### src/hw/rtl/signed_distance_field_radial_defines.svh
// Assertion macros used by the design file signed_distance_field_radial.sv.
`ifndef SIGNED_DISTANCE_FIELD_RADIAL_DEFINES_SVH
`define SIGNED_DISTANCE_FIELD_RADIAL_DEFINES_SVH

// Implication checked on every clock edge outside reset.
`define SDF_ASSERT_IMP(label, clk, rst_n, cond, expr, msg) \
    label: assert property (@(posedge clk) disable iff (!rst_n) (cond) |-> (expr)) \
        else $error(msg);

// Implication checked in the cycle after the condition.
`define SDF_ASSERT_NEXT(label, clk, rst_n, cond, expr, msg) \
    label: assert property (@(posedge clk) disable iff (!rst_n) (cond) |=> (expr)) \
        else $error(msg);

`endif

### src/hw/rtl/sdf_pkg.sv
package sdf_pkg;

    localparam int MAP_SIDE     = 1024;
    localparam int RADIUS_LIMIT = 64;
    localparam int CW           = $clog2(MAP_SIDE);
    localparam int RW           = $clog2(RADIUS_LIMIT + 1);
    localparam int D2W          = 2 * RW + 1;
    localparam int SW           = D2W + 16;
    localparam int ADDR_W       = 4;

    localparam logic [ADDR_W-1:0] REG_WIDTH  = 4'd0;
    localparam logic [ADDR_W-1:0] REG_HEIGHT = 4'd4;
    localparam logic [ADDR_W-1:0] REG_RADIUS = 4'd8;

    localparam logic OP_WRITE = 1'b0;
    localparam logic OP_QUERY = 1'b1;

    localparam logic [31:0] HALF_Q = 32'd32768;
    localparam logic [31:0] MID_Q  = 32'd8355840;
    localparam logic [31:0] TOP_Q  = 32'd16711680;

    typedef struct packed {
        logic          op;
        logic [CW-1:0] col;
        logic [CW-1:0] row;
        logic          pixel_bit;
    } sdf_in_t;

    typedef struct packed {
        logic [7:0]  sdf_value;
        logic [12:0] nearest_sq_distance;
        logic        bad_point;
    } sdf_out_t;

endpackage

### src/hw/rtl/sdf_math.sv
// Turns a squared distance into the scaled value: square root one bit per
// cycle, then a multiply by 255 and a restoring divide by 2R, one bit a cycle.
module sdf_math
    import sdf_pkg::*;
(
    input  logic           clk,
    input  logic           rst_n,
    input  logic           start,
    input  logic [D2W-1:0] d2,
    input  logic [RW-1:0]  radius,
    input  logic           centre,
    output logic           done,
    output logic [7:0]     value
);

    typedef enum logic [1:0] {M_IDLE, M_SQRT, M_DIV, M_OUT} mstate_t;

    localparam int RB  = 2 * SW + 2;
    localparam int NB  = SW + 8;
    localparam int DVW = RW + 1;

    mstate_t         st_reg;
    logic [RB-1:0]   n_reg, res_reg, bit_reg;
    logic [NB-1:0]   q_reg, num_reg;
    logic [DVW:0]    rem_reg;
    logic [DVW-1:0]  div_reg;
    logic [5:0]      cnt_reg;
    logic            cv_reg, done_reg;
    logic [7:0]      value_reg;

    logic [RB-1:0]   sum;
    logic [DVW:0]    rsh;
    logic [31:0]     t, v;

    assign sum = res_reg + bit_reg;
    assign rsh = {rem_reg[DVW-1:0], num_reg[NB-1]};
    assign t   = 32'(q_reg);

    always_comb
    begin
        if (cv_reg)
        begin
            v = (MID_Q + t > TOP_Q) ? TOP_Q : MID_Q + t;
        end
        else
        begin
            v = (t >= MID_Q) ? 32'd0 : MID_Q - t;
        end
    end

    always_ff @(posedge clk or negedge rst_n)
    begin
        if (!rst_n)
        begin
            st_reg   <= M_IDLE;
            done_reg <= 1'b0;
        end
        else
        begin
            done_reg <= 1'b0;
            unique case (st_reg)
                M_IDLE:
                begin
                    if (start)
                    begin
                        n_reg   <= RB'(d2) << 32;
                        res_reg <= '0;
                        bit_reg <= RB'(1) << (RB - 2);
                        div_reg <= DVW'({radius, 1'b0});
                        cv_reg  <= centre;
                        st_reg  <= M_SQRT;
                    end
                end
                M_SQRT:
                begin
                    if (n_reg >= sum)
                    begin
                        n_reg   <= n_reg - sum;
                        res_reg <= (res_reg >> 1) + bit_reg;
                    end
                    else
                    begin
                        res_reg <= res_reg >> 1;
                    end
                    bit_reg <= bit_reg >> 2;
                    if (bit_reg[0])
                    begin
                        st_reg <= M_DIV;
                    end
                end
                M_DIV:
                begin
                    if (cnt_reg == 6'd0)
                    begin
                        num_reg <= NB'(res_reg[SW-1:0]) * NB'(255);
                        rem_reg <= '0;
                        q_reg   <= '0;
                    end
                    else
                    begin
                        num_reg <= num_reg << 1;
                        if (rsh >= {1'b0, div_reg})
                        begin
                            rem_reg <= rsh - {1'b0, div_reg};
                            q_reg   <= {q_reg[NB-2:0], 1'b1};
                        end
                        else
                        begin
                            rem_reg <= rsh;
                            q_reg   <= {q_reg[NB-2:0], 1'b0};
                        end
                    end
                    if (cnt_reg == 6'(NB))
                    begin
                        st_reg <= M_OUT;
                    end
                end
                M_OUT:
                begin
                    value_reg <= 8'((v + HALF_Q) >> 16);
                    done_reg  <= 1'b1;
                    st_reg    <= M_IDLE;
                end
                default: st_reg <= M_IDLE;
            endcase
        end
    end

    always_ff @(posedge clk or negedge rst_n)
    begin
        if (!rst_n)
        begin
            cnt_reg <= '0;
        end
        else if (st_reg == M_DIV)
        begin
            cnt_reg <= cnt_reg + 6'd1;
        end
        else
        begin
            cnt_reg <= '0;
        end
    end

    assign done  = done_reg;
    assign value = value_reg;

endmodule
### config.mk
export PLATFORM = sky130hd
export DESIGN_NAME = sdf_math
export DESIGN_NICKNAME = d
export VERILOG_FILES = /design/src/hw/rtl/signed_distance_field_radial_defines.svh /design/src/hw/rtl/sdf_pkg.sv /design/src/hw/rtl/sdf_math.sv
export SDC_FILE = /design/constraint.sdc
export NUM_CORES = 1
export LEC_CHECK = 0
export ABC_AREA = 1
export ABC_CLOCK_PERIOD_IN_PS = 11500
export BUFFER_PORTS_ARGS = -buffer_cell sky130_fd_sc_hd__clkbuf_2
export CAP_MARGIN = 10
export CORE_AREA = 2 2 244 246
export CTS_BUF_LIST = sky130_fd_sc_hd__clkbuf_8
export DETAILED_ROUTE_END_ITERATION = 10
export DIE_AREA = 0 0 246 248
export PLACE_DENSITY = 0.65
export SKIP_CTS_REPAIR_TIMING = 1
export SYNTH_ARGS = -nofsm -noshare
export SYNTH_HDL_FRONTEND = slang
export SYNTH_SLANG_ARGS = --single-unit
### constraint.sdc
create_clock -name clk -period 11.5 [get_ports clk]
set_input_delay 1.725 -clock clk [delete_from_list [all_inputs] [get_ports clk]]
set_output_delay 1.725 -clock clk [all_outputs]
set_load 0.05 [all_outputs]
==> out/qor.csv <==
metric,value,unit
yosys.area.top_type_share,26.5,%
fmax,0.141,GHz
synthFlopType,edfxtp_1,
initial_core_util,49.5,%
r2r_setup_slack,4.41,ns
port_buffers,34,
fin_area,30900,sq um
reg2reg_depth,19,
cts_tree,yes,
dp_hpwl,70700,microns
areaGrowthSynthToFinish,6.81,%
wirelength,87400,microns
ioPinCount,35,
routedWlPerCell,17.9,microns
drt-vias-per-instance,5.45,
crit_top_cell,a21oi_1,
grt-ovfl-total,0,
hold_path.class,reg2reg,
crit_chain,"ha_1, nand2_1, nor2_1, inv_1, o211ai_1, a21oi_1, o21ai_0, a21oi_1, xor2_1, ha_1, nand2_1, nor2_1, a21oi_1, o21ai_1, a21oi_2, nand3_4, nor2_4, nor3_2, buf_4",
yosysTopAreaCell,edfxtp_1,
r2r-start,res_reg[10],
drc,0,
cts_max_path_buffers,3,
drtIter0Drc,1837,
synth_top_family_by_area,simple AND/OR/NAND/NOR gates,
clock_sinks,264,
synthTopCellsByCount,"nand2_1, inv_1, nor2_1, o21ai_0, a21oi_1",
synthAdderAreaFrac,19.1,%
worst_pin_slew,1.06,ns
cpPeakStageDelay,1.11,ns
syn-num-nets,4397,
cts_buffers,52,
cp-start-kind,register,
synth_area,28900,sq um
grt_pass1_vias,25900,
setup_viol,0,
grt_use_total,28.7,%
core,58500,sq um
clk_latency,0.70,ns
post-route-min-period,7.09,ns
vias,26600,
synth_most_common_cell,nand2_1,
synth_area_leaders,"edfxtp_1, nand2_1, fa_1, inv_1, ha_1",
worstPathArrival,7.39,ns
netlist_instances,4018,
async_flop_share,3.41,%
r2r-end,n_reg[17],
yosysSeqAreaShare,27.2,%
rsz0062_at_grt,no,
slew_headroom,29.5,%
cts_root_buf,clkbuf_8,
clk_pin_slew,0.06,ns
drt_first_pass_iters,9,
drive_gt1_share,4.80,%
grt_pass1_wl,138000,microns
dieWidth,246,microns
htree_levels,2,
muxShareOfSynthArea,0,%
cp_max_fo,64,
rows,89,
hold_viol,0,
n_fill_cell,5943,
post-route-period-util,61.7,%
maxSlewViolCount,0,
hold-worst-slack,0.463,ns
die_area,61000,sq um
cp.required,11.79,ns
status,finished clean,
cp_slowest_cell,nor2_4,
maxCapViolations,0,
syn_avg_cell_area,7.20,sq um
tns,0,ns
crit_end,n_reg[17],
antenna_found_initial,1,
cp-end-kind,register,
synth-edff-count,255,
synth_cell_types,57,
synthXorXnorAreaFrac,3.81,%
crit_start,res_reg[10],
ys_seq_elements,264,
yosys_warnings,0,
finClkSkew,0.0496,ns
gp_congestion,0.954,
synth-simple-area-share,24.8,%
ant_nets,0,
die_h,248,microns
grt_max_degree,102,
synth_compound_area_share,14.6,%
place_area,29900,sq um
finalNetCount,4442,
crit_type,reg2reg,
[placed cells by master (no fill, tap or decap), types with 62 or more instances in the layout]
cell      count
a21oi_1     271
edfxtp_1    255
fa_1        147
ha_1        205
inv_1       732
nand2_1     924
nand3_1     196
nor2_1      438
o21ai_0     292
xnor2_1      62
xor2_1       64
[layout make-up]
type,instances,area [sq um],share of cell area [%]
tap,773,967,3.13
clock inverter,39,243,0.785
clock buffer,56,771,2.49
sequential,264,7880,25.5
inverter,735,2760,8.93
multi-input combinational,2969,18100,58.4
antenna,1,2.50,0.00810
timing repair buffer,41,223,0.721
[per-stage QoR]
step / utilization [%] / setup slack [ns] / std cells
floorplan: - / 2.86 / 4018
global placement: 51.1 / 4.62 / 4782
detailed placement: 51.1 / 4.54 / 4782
CTS: 52.9 / 4.47 / 4877
global route: 52.9 / 3.83 / 4878
finish: 52.9 / 4.41 / 4878
[worst max-delay path, delay by kind of cell (launching register included)]
kind | cells | cell delay [ns]
simple gates | 7 | 2.46
flops | 1 | 0.60
buf+inv | 2 | 0.55
xor+xnor | 1 | 0.32
fa+ha+maj | 2 | 0.79
compound gates | 7 | 1.90
[layer usage]
metal  track usage [%]  share of wire (%)
met5                 0                  0
met4              11.0                4.0
met3              3.03                5.2
met2              47.6                 46
met1              38.8                 45
[how the worst min path moves through the flow]
stage / from / endpoint / slack [ns] / cells past startpoint
floorplan: cnt_reg[3] / cnt_reg[4] / 0.45 / 1
global route: cnt_reg[3] / cnt_reg[4] / 0.50 / 1
detailed placement: cnt_reg[3] / cnt_reg[4] / 0.47 / 1
global placement: cnt_reg[3] / cnt_reg[4] / 0.46 / 1
CTS: cnt_reg[3] / cnt_reg[4] / 0.46 / 1
finish: cnt_reg[3] / cnt_reg[4] / 0.46 / 1
[kinds of logic (layout without fill, tap and decap cells)]
| group | after synthesis | in the layout |
|---|---|---|
| AOI/OAI and AO/OA | 759 | 759 |
| DFF | 264 | 264 |
| and+or+nand+nor | 1731 | 1731 |
| xor gates and xnor gates | 126 | 126 |
| buffers and inverters | 785 | 871 |
| other | 0 | 1 |
| adders and majority gates | 353 | 353 |
Power is left out: the tool's default activity adds up to more than one toggle a clock period on the data nets, which glitch-free logic cannot reach.
